[config.mk]
export PLATFORM = sky130hd
export DESIGN_NAME = dvwc_ctrl
export DESIGN_NICKNAME = d
export VERILOG_FILES = /design/src/sv/dvwc_pkg.sv /design/src/sv/dvwc_ctrl.sv
export VERILOG_INCLUDE_DIRS = /design/src /design/src/sv
export SDC_FILE = /design/constraint.sdc
export NUM_CORES = 1
export LEC_CHECK = 0
export ABC_AREA = 1
export BUFFER_PORTS_ARGS = -buffer_cell sky130_fd_sc_hd__clkbuf_2
export CORE_AREA = 2 2 39 41
export CTS_BUF_LIST = sky130_fd_sc_hd__clkbuf_2 sky130_fd_sc_hd__clkbuf_4 sky130_fd_sc_hd__clkbuf_8
export CTS_CLUSTER_DIAMETER = 120
export CTS_CLUSTER_SIZE = 40
export DETAILED_ROUTE_END_ITERATION = 8
export DIE_AREA = 0 0 41 43
export GPL_ROUTABILITY_DRIVEN = 0
export RECOVER_POWER = 100
export SYNTH_ARGS = -nofsm -noshare
export SYNTH_HDL_FRONTEND = slang
export SYNTH_SLANG_ARGS = --single-unit
export TNS_END_PERCENT = 50
[constraint.sdc]
create_clock -name clk -period 1 [get_ports clk]
set_input_delay 0.05 -clock clk [delete_from_list [all_inputs] [get_ports clk]]
set_output_delay 0.05 -clock clk [all_outputs]
set_load 0.02 [all_outputs]
[src/sv/dual_version_word_conflict_table_core_defines.svh]
// ----------------------------------------------------------------------------
// Dual version word conflict table - assertion macros
// Shared concurrent assertion forms. Each use expects clk and rst_n in scope.
// ----------------------------------------------------------------------------
`ifndef DUAL_VERSION_WORD_CONFLICT_TABLE_CORE_DEFINES_SVH
`define DUAL_VERSION_WORD_CONFLICT_TABLE_CORE_DEFINES_SVH

// same-cycle implication
`define DVWC_ASSERT_IMPL(lbl, ante, cons, msg) \
    lbl: assert property (@(posedge clk) disable iff (!rst_n) (ante) |-> (cons)) \
        else $error(msg);

// next-cycle implication
`define DVWC_ASSERT_NEXT(lbl, ante, cons, msg) \
    lbl: assert property (@(posedge clk) disable iff (!rst_n) (ante) |=> (cons)) \
        else $error(msg);

`endif

[src/sv/dvwc_pkg.sv]
// ----------------------------------------------------------------------------
// Dual version word conflict table - package
// Word types, item kinds, controller states and control/status bundles.
// ----------------------------------------------------------------------------
package dvwc_pkg;

    localparam logic [1:0] KIND_READ  = 2'd0;
    localparam logic [1:0] KIND_WRITE = 2'd1;
    localparam logic [1:0] KIND_EPOCH = 2'd2;

    typedef struct packed {
        logic [1:0]  kind;
        logic [3:0]  tx_id;
        logic        read_only;
        logic [7:0]  word_index;
        logic [63:0] write_data;
    } in_t;

    typedef struct packed {
        logic [63:0] read_data;
        logic        ok;
    } out_t;

    typedef enum logic [2:0] {
        ST_CLEAR,
        ST_IDLE,
        ST_LOOKUP,
        ST_DECIDE,
        ST_SWEEP,
        ST_FINISH
    } state_t;

    typedef struct packed {
        logic load_item;
        logic cnt_clr;
        logic cnt_inc;
        logic clear_wr;
        logic mem_read;
        logic sweep_rd;
        logic commit;
        logic result_load;
    } cmd_t;

    typedef struct packed {
        logic cnt_last;
        logic item_epoch;
        logic out_free;
    } status_t;

endpackage

[src/sv/dvwc_ctrl.sv]
// ----------------------------------------------------------------------------
// Dual version word conflict table - controller
// Sequences reset clearing, access lookup/commit and the epoch-end sweep.
// ----------------------------------------------------------------------------
`include "dual_version_word_conflict_table_core_defines.svh"

module dvwc_ctrl
    import dvwc_pkg::*;
(
    input  logic    clk,
    input  logic    rst_n,
    input  logic    in_valid,
    output logic    in_ready,
    input  status_t status,
    output cmd_t    cmd
);

    state_t state_reg;
    state_t state_next;

    always_ff @(posedge clk or negedge rst_n)
    begin
        if (!rst_n)
        begin
            state_reg <= ST_CLEAR;
        end
        else
        begin
            state_reg <= state_next;
        end
    end

    always_comb
    begin
        state_next = state_reg;
        unique case (state_reg)
            ST_CLEAR:
            begin
                if (status.cnt_last)
                begin
                    state_next = ST_IDLE;
                end
            end
            ST_IDLE:
            begin
                if (in_valid)
                begin
                    state_next = ST_LOOKUP;
                end
            end
            ST_LOOKUP:
            begin
                state_next = status.item_epoch ? ST_SWEEP : ST_DECIDE;
            end
            ST_DECIDE:
            begin
                if (status.out_free)
                begin
                    state_next = ST_IDLE;
                end
            end
            ST_SWEEP:
            begin
                if (status.cnt_last)
                begin
                    state_next = ST_FINISH;
                end
            end
            ST_FINISH:
            begin
                if (status.out_free)
                begin
                    state_next = ST_IDLE;
                end
            end
            default:
            begin
                state_next = ST_IDLE;
            end
        endcase
    end

    always_comb
    begin
        cmd      = '0;
        in_ready = 1'b0;
        unique case (state_reg)
            ST_CLEAR:
            begin
                cmd.clear_wr = 1'b1;
                cmd.cnt_inc  = 1'b1;
            end
            ST_IDLE:
            begin
                in_ready      = 1'b1;
                cmd.load_item = in_valid;
                cmd.cnt_clr   = in_valid;
            end
            ST_LOOKUP:
            begin
                cmd.mem_read = 1'b1;
            end
            ST_DECIDE:
            begin
                cmd.commit      = status.out_free;
                cmd.result_load = status.out_free;
            end
            ST_SWEEP:
            begin
                cmd.sweep_rd = 1'b1;
                cmd.cnt_inc  = 1'b1;
            end
            ST_FINISH:
            begin
                cmd.result_load = status.out_free;
            end
            default:
            begin
                cmd = '0;
            end
        endcase
    end

    `DVWC_ASSERT_NEXT(a_accept_to_lookup, in_valid && in_ready, state_reg == ST_LOOKUP, "accepted word did not start lookup")
    `DVWC_ASSERT_NEXT(a_sweep_to_finish, (state_reg == ST_SWEEP) && status.cnt_last, state_reg == ST_FINISH, "sweep did not end after last word")
    `DVWC_ASSERT_IMPL(a_result_needs_slot, cmd.result_load, status.out_free, "result loaded into busy output")

endmodule

==> summary.md, run 1 <==
| Metric | Value |
|---|---|
| TritonCTS Sinks | `3` |
| Routed WL | `1000 µm` |
| First-pass GRT wire length | `1550 µm` |
| Clk root buf | `clkbuf_4` |
| Core area | `1380 µm²` |
| Initial core utilization | `22.0%` |
| Drt pass-1 iters | `2` |
| DR vias | `419` |
| Tot GR Track Use | `12.8%` |
| Via density | `4.28` |
| Warnings from Yosys | `0` |
| Final Hold Fails | `0` |
| Clock Tree Buf Depth | `2` |
| Die area | `1760 µm²` |
| Clk_lat worst skew | `0.23 ns` |
| Post-DRT Antenna Nets | `0` |
| Cells after synthesis | `51` |
| Avg Inst Size Synth | `5.96 µm²` |
| Setup ws final | `-0.267 ns` |
| Largest net degree at the start of global routing | `6` |
| Critical path endpoint category | `output pin` |
| Die Ht | `43 µm` |
| Final Instance Count excl. Fillers | `98` |
| Outcome | `complete, but fails checks` |
| Crit Path Category | `reg -> out` |
| Period utilization | `127%` |
| Horiz. Die Dim | `41 µm` |
| WL/cell | `10.2 µm` |
| Max-slew violations | `0` |
| # DRC | `0` |
| CTS tree | `yes` |
| DP HPWL | `632 µm` |
| Number of H-tree levels | `1` |
| Slew @ Worst Pin | `0.196 ns` |
| Layout cell share with drive strength beyond 1 | `63.4%` |
| Max VDD drop | `1640 µV` |
| Inst Count DP | `87` |
| Min Hold Slack | `0.157 ns` |
| Hold Path Class | `in -> async` |
| Finish-stage setup viols | `12` |
| Library cells used by synthesis | `13` |
| Min Tclk post-route | `1.27 ns` |
| Worst-path clk slew | `0.04 ns` |
| PwrDens | `3680 nW/µm²` |
| Setup TNS | `-2.67 ns` |
| Largest register FFs | `3` |
| Synthesis-to-finish area growth | `124%` |
| Seq cells post-synth | `3` |
| Register area share after synthesis | `24.7%` |
| Clk_skew | `0.00300 ns` |
| Detailed Route Iter0 Violations | `1` |
| CTS Buf Count | `3` |
| CP Data Required Time | `0.95 ns` |
| Max Cap Viol | `0` |
| Final core occ | `49.3%` |
| Global route overflow | `0` |
| P_leak | `0.378 nW` |
| Failing checks | `setup timing` |
| ANT cells | `0` |
| CP arrival | `1.22 ns` |
| Synthesized area | `304 µm²` |
| Fmax | `0.789 GHz` |
| Synthesized net count | `57` |
| Row count | `14` |
| Vias in the first global route | `396` |
| RSZ-0062 raised after global routing | `true` |
| # port buffers | `14` |
| Worst slew margin | `87.0%` |
| Initial antenna violation count | `0` |
| CP Max Fanout | `5` |
| I/O pin total | `15` |
| Fin nets | `89` |
| Startpoint Class | `flip-flop` |
| Pre-CTS setup slack | `-0.0933 ns` |
-- logic make-up after synthesis --
group | Yosys count | synth area share (%)
compound gates | 2 | 3.29
simple gates | 34 | 56.0
flops | 3 | 24.7
buf+inv | 12 | 16.1
-- area by class of cell --
type	count	area (µm²)
sequential	3	77.6
inverter	11	46.3
multi-input combinational	36	254
clock buffer	4	30.0
timing repair buffer	28	254
tap	16	20.0
fill	149	702
-- cells in the final DEF, fill, tap and decap left out, types with 4 or more instances in the layout --
| cell type | n |
|---|---|
| inv_1 | 5 |
| clkbuf_2 | 5 |
| nand2_1 | 13 |
| buf_4 | 11 |
| clkbuf_4 | 4 |
| buf_6 | 4 |
| inv_2 | 4 |
| buf_8 | 4 |
-- worst max-delay path, cell delays in order, from the launching register on --
cell,delay [ns]
dfrtp_2,0.37
inv_4,0.06
buf_4,0.14
o21ai_4,0.16
inv_2,0.06
nor2_4,0.08
buf_8,0.11
-- synth_stat cells --
| library cell | count | share of area, % |
|---|---|---|
| nand2_1 | 14 | 17 |
| inv_1 | 8 | 9.9 |
| nand3_1 | 5 | 8.2 |
| nor2_1 | 5 | 6.2 |
| dfrtp_1 | 3 | 25 |
| inv_2 | 3 | 3.7 |
| nand3_2 | 3 | 9.9 |
| nor2_2 | 3 | 6.2 |
| nand2_2 | 2 | 4.1 |
| nand4_1 | 2 | 4.1 |
| a21oi_1 | 1 | 1.6 |
| buf_4 | 1 | 2.5 |
| o21ai_0 | 1 | 1.6 |
-- per-layer routing --
layer  vias up  global-route usage, %  routed length [µm]
li1        219                      -                   -
met1       190                   15.9                 389
met2        10                   21.6                 589
met3         0                      0                  24
met4         0                   6.00                   0
met5         -                      0                   0
-- what timing repair did --
action,4_1_cts,5_1_grt
pin swaps,3,2
setup endpoints to repair,12,12
hold buffers,1,0
hold endpoints to repair,3,0
gates resized for setup,27,11
setup buffers,6,0
-- metrics by stage --
step           power (mW)  instance area [µm²]
2_1_floorplan        1.11                  325
4_1_cts              2.33                  651
5_1_grt              2.69                  682
3_5_place_dp         1.55                  460
3_3_place_gp         1.54                  460
6_report             2.51                  682
-- where the power goes --
part	switching [mW]	internal (mW)
Sequential	0.0919	0.188
Clock	0.0616	0.176
Combinational	1.02	0.970
Total	1.18	1.33
-- worst paths after layout --
path	startpoint	endpoint	slack, ns	cells after the start
worst max-delay path	state_reg[2]$_DFFE_PN0P_	cmd[0]	-0.27	6
worst min-delay path	rst_n	state_reg[1]$_DFFE_PN0P_	0.16	2
worst max register to register	state_reg[1]$_DFFE_PN0P_	state_reg[2]$_DFFE_PN0P_	-0.24	8
worst min register to register	state_reg[2]$_DFFE_PN0P_	state_reg[2]$_DFFE_PN0P_	0.70	3
max in group asynchronous	rst_n	state_reg[2]$_DFFE_PN0P_	0.67	2
min in group clk	in_valid	state_reg[0]$_DFFE_PN0P_	0.20	4
Note: power is estimated with default switching activity, not from simulation.
==> run 2, diff against run 1 <==
Clock period 1 ns to 1.05 ns, I/O delays scaled along.
==> run 2 against run 1 <==
  * The run still ends with setup timing left
  * Clock-buffer cell count stayed put
  * Die area stayed put
  * Non-clock buffer count is 1 lower
  * First-iteration DRC count grew to 8.0 times the previous value
  * Combinational power hardly changed
  * Total power hardly changed
  * Critical path type unchanged
  * Largest power group unchanged
==> summary.md, run 2 (synthesis gave the netlist of run 1 again) <==
| Metric | Value |
|---|---|
| Outcome | `complete, but fails checks (unchanged)` |
| Failing checks | `setup timing (unchanged)` |
| Hold Path Class | `in -> async (unchanged)` |
| CP Data Required Time | `1.00 ns (was 0.95 ns)` |
| Period utilization | `122%` |
| Min Tclk post-route | `1.28 ns` |
| Buffers plus inverters on the worst setup path | `3 (was 4)` |
| Reg2reg setup slack | `-0.14 ns (was -0.24 ns)` |
| Number of H-tree levels | `1 (unchanged)` |
| Core area | `1380 µm² (unchanged)` |
| CP arrival | `1.23 ns (was 1.22 ns)` |
| Critical path, cell by cell | `inv_2, nand2_4, o21ai_4, inv_2, nor2_4, buf_8 (was inv_4, buf_4, o21ai_4, inv_2, nor2_4, buf_8)` |
| # DRC | `0 (unchanged)` |
| Max-slew violations | `0 (unchanged)` |
| Tot GR Track Use | `13.4% (was 12.8%)` |
| Setup ws final | `-0.233 ns (was -0.267 ns)` |
| CP Max Fanout | `3 (was 5)` |
| CTS tree | `yes (unchanged)` |
| Via density | `4.55 (was 4.28)` |
| Horiz. Die Dim | `41 µm (unchanged)` |
| Drt pass-1 iters | `4 (was 2)` |
| Max VDD drop | `1950 µV (was 1640 µV)` |
| Clock Tree Buf Depth | `2 (unchanged)` |
| First-pass GRT wire length | `1560 µm (was 1550 µm)` |
| Fmax | `0.779 GHz` |
| Final Instance Count excl. Fillers | `97 (was 98)` |
| RSZ-0062 raised after global routing | `true (unchanged)` |
| Die Ht | `43 µm (unchanged)` |
| I/O pin total | `15 (unchanged)` |
| Post-DRT Antenna Nets | `0 (unchanged)` |
| Largest net degree at the start of global routing | `6 (unchanged)` |
| Layout cell share with drive strength beyond 1 | `67.9% (was 63.4%)` |
| Critical path endpoint category | `output pin (unchanged)` |
| PwrDens | `3550 nW/µm² (was 3680 nW/µm²)` |
| Routed WL | `1050 µm (was 1000 µm)` |
| ANT cells | `0 (unchanged)` |
| Fin nets | `88 (was 89)` |
| Area of the multi-input gates | `277 µm² (was 254 µm²)` |
| # port buffers | `14 (unchanged)` |
| CP dominant cell by count | `inv_2` |
| Startpoint Class | `flip-flop (unchanged)` |
| Synthesis-to-finish area growth | `133% (was 124%)` |
| Largest register FFs | `3 (unchanged)` |
| FF/Latch Area | `77.6 µm² (unchanged)` |
| Finish-stage setup viols | `12 (unchanged)` |
| Total design power | `2.51 mW (about the same)` |
| Global route overflow | `0 (unchanged)` |
| Most frequent cells in the layout | `nand2_1, buf_4, inv_2, buf_6, buf_8 (was nand2_1, buf_4, inv_1, clkbuf_2)` |
| TritonCTS Sinks | `3 (unchanged)` |
| Slew @ Worst Pin | `0.197 ns (was 0.196 ns)` |
| Final instance area | `707 µm² (was 682 µm²)` |
| Final core occ | `51.1% (was 49.3%)` |
| Max Cap Viol | `0 (unchanged)` |
| Worst slew margin | `86.9% (was 87.0%)` |
| Worst-path clk slew | `0.04 ns (about the same)` |
| Die area | `1760 µm² (unchanged)` |
| Row count | `14 (unchanged)` |
| P_leak | `0.369 nW (was 0.378 nW)` |
| Inst Count DP | `87 (unchanged)` |
| Clk root buf | `clkbuf_4 (unchanged)` |
| Clk_lat worst skew | `0.24 ns (was 0.23 ns)` |
| Setup TNS | `-2.01 ns (was -2.67 ns)` |
| DP HPWL | `688 µm (was 632 µm)` |
| Crit-path slowest cell | `dfrtp_1 (was dfrtp_2)` |
| Initial core utilization | `22.0% (unchanged)` |
| Clk_skew | `0.00483 ns (was 0.00300 ns)` |
| Min Hold Slack | `0.158 ns (was 0.157 ns)` |
| Commonest non-fill, non-tap cell in the layout | `nand2_1 (unchanged)` |
| DR vias | `441 (was 419)` |
| Area post-placement | `460 µm² (unchanged)` |
| Layout fillers | `138 (was 149)` |
| CTS Buf Count | `3 (unchanged)` |
| Final Hold Fails | `0 (unchanged)` |
| WL/cell | `10.9 µm (was 10.2 µm)` |
| Crit Path Category | `reg -> out (unchanged)` |
| CP peak stage delay | `0.39 ns (was 0.37 ns)` |
| Initial antenna violation count | `0 (unchanged)` |
| Critical path's top delay family | `flip-flops (unchanged)` |
| Vias in the first global route | `426 (was 396)` |
| Pre-CTS setup slack | `-0.0507 ns (was -0.0933 ns)` |
| Detailed Route Iter0 Violations | `8 (was 1)` |
[run 2: cell count changes in the layout (fill, tap and decap cells not counted), sizes merged]
cell	before	now
clkbuf	12	9
buf	19	21
[run 2: final timing paths]
| check | endpoint | depth (start not counted) | startpoint |
|---|---|---|---|
| min in group clk | state_reg[2]$_DFFE_PN0P_ | 5 | status[1] |
| max in group asynchronous | state_reg[0]$_DFFE_PN0P_ | 2 | rst_n |
| min | state_reg[1]$_DFFE_PN0P_ | 2 | rst_n |
| max | cmd[0] | 6 | state_reg[1]$_DFFE_PN0P_ |
| min reg2reg | state_reg[1]$_DFFE_PN0P_ | 3 | state_reg[1]$_DFFE_PN0P_ |
| max reg2reg | state_reg[1]$_DFFE_PN0P_ | 7 | state_reg[1]$_DFFE_PN0P_ |
[run 2: routing by layer]
layer	GRT usage (%)	wire length, µm	vias to the layer above
met5	0	0	-
li1	-	-	217
met4	10.0	23	0
met1	12.7	378	205
met2	23.8	594	15
met3	1.57	56	4
[run 2: area by class of cell]
cell class / count / share of cell area (%)
clock buffer: 4 / 4.25
inverter: 11 / 6.19
multi-input combinational: 36 / 39.1
sequential: 3 / 11.0
tap: 16 / 2.83
timing repair buffer: 27 / 36.6
[run 2: worst register-to-register path, stage by stage, from the launching register on]
cell and delay (ns):
dfrtp_1 0.39, inv_2 0.12, nand2_4 0.07, buf_4 0.15
nand2_2 0.06, nand3_2 0.12, nand3_1 0.11, nand2_1 0.06
[run 2: report_power, final]
part	internal, mW	switching [mW]
sequential	0.179	0.0900
clock	0.168	0.0637
combinational	0.981	1.03
total	1.33	1.18
[run 2: timing repair]
action | in CTS | in global routing
buffers inserted | 5 | 0
hold buffers | 1 | 0
gates resized for setup | 24 | 25
hold endpoints to repair | 3 | 0
pin swaps | 2 | 3
setup endpoints to repair | 12 | 12
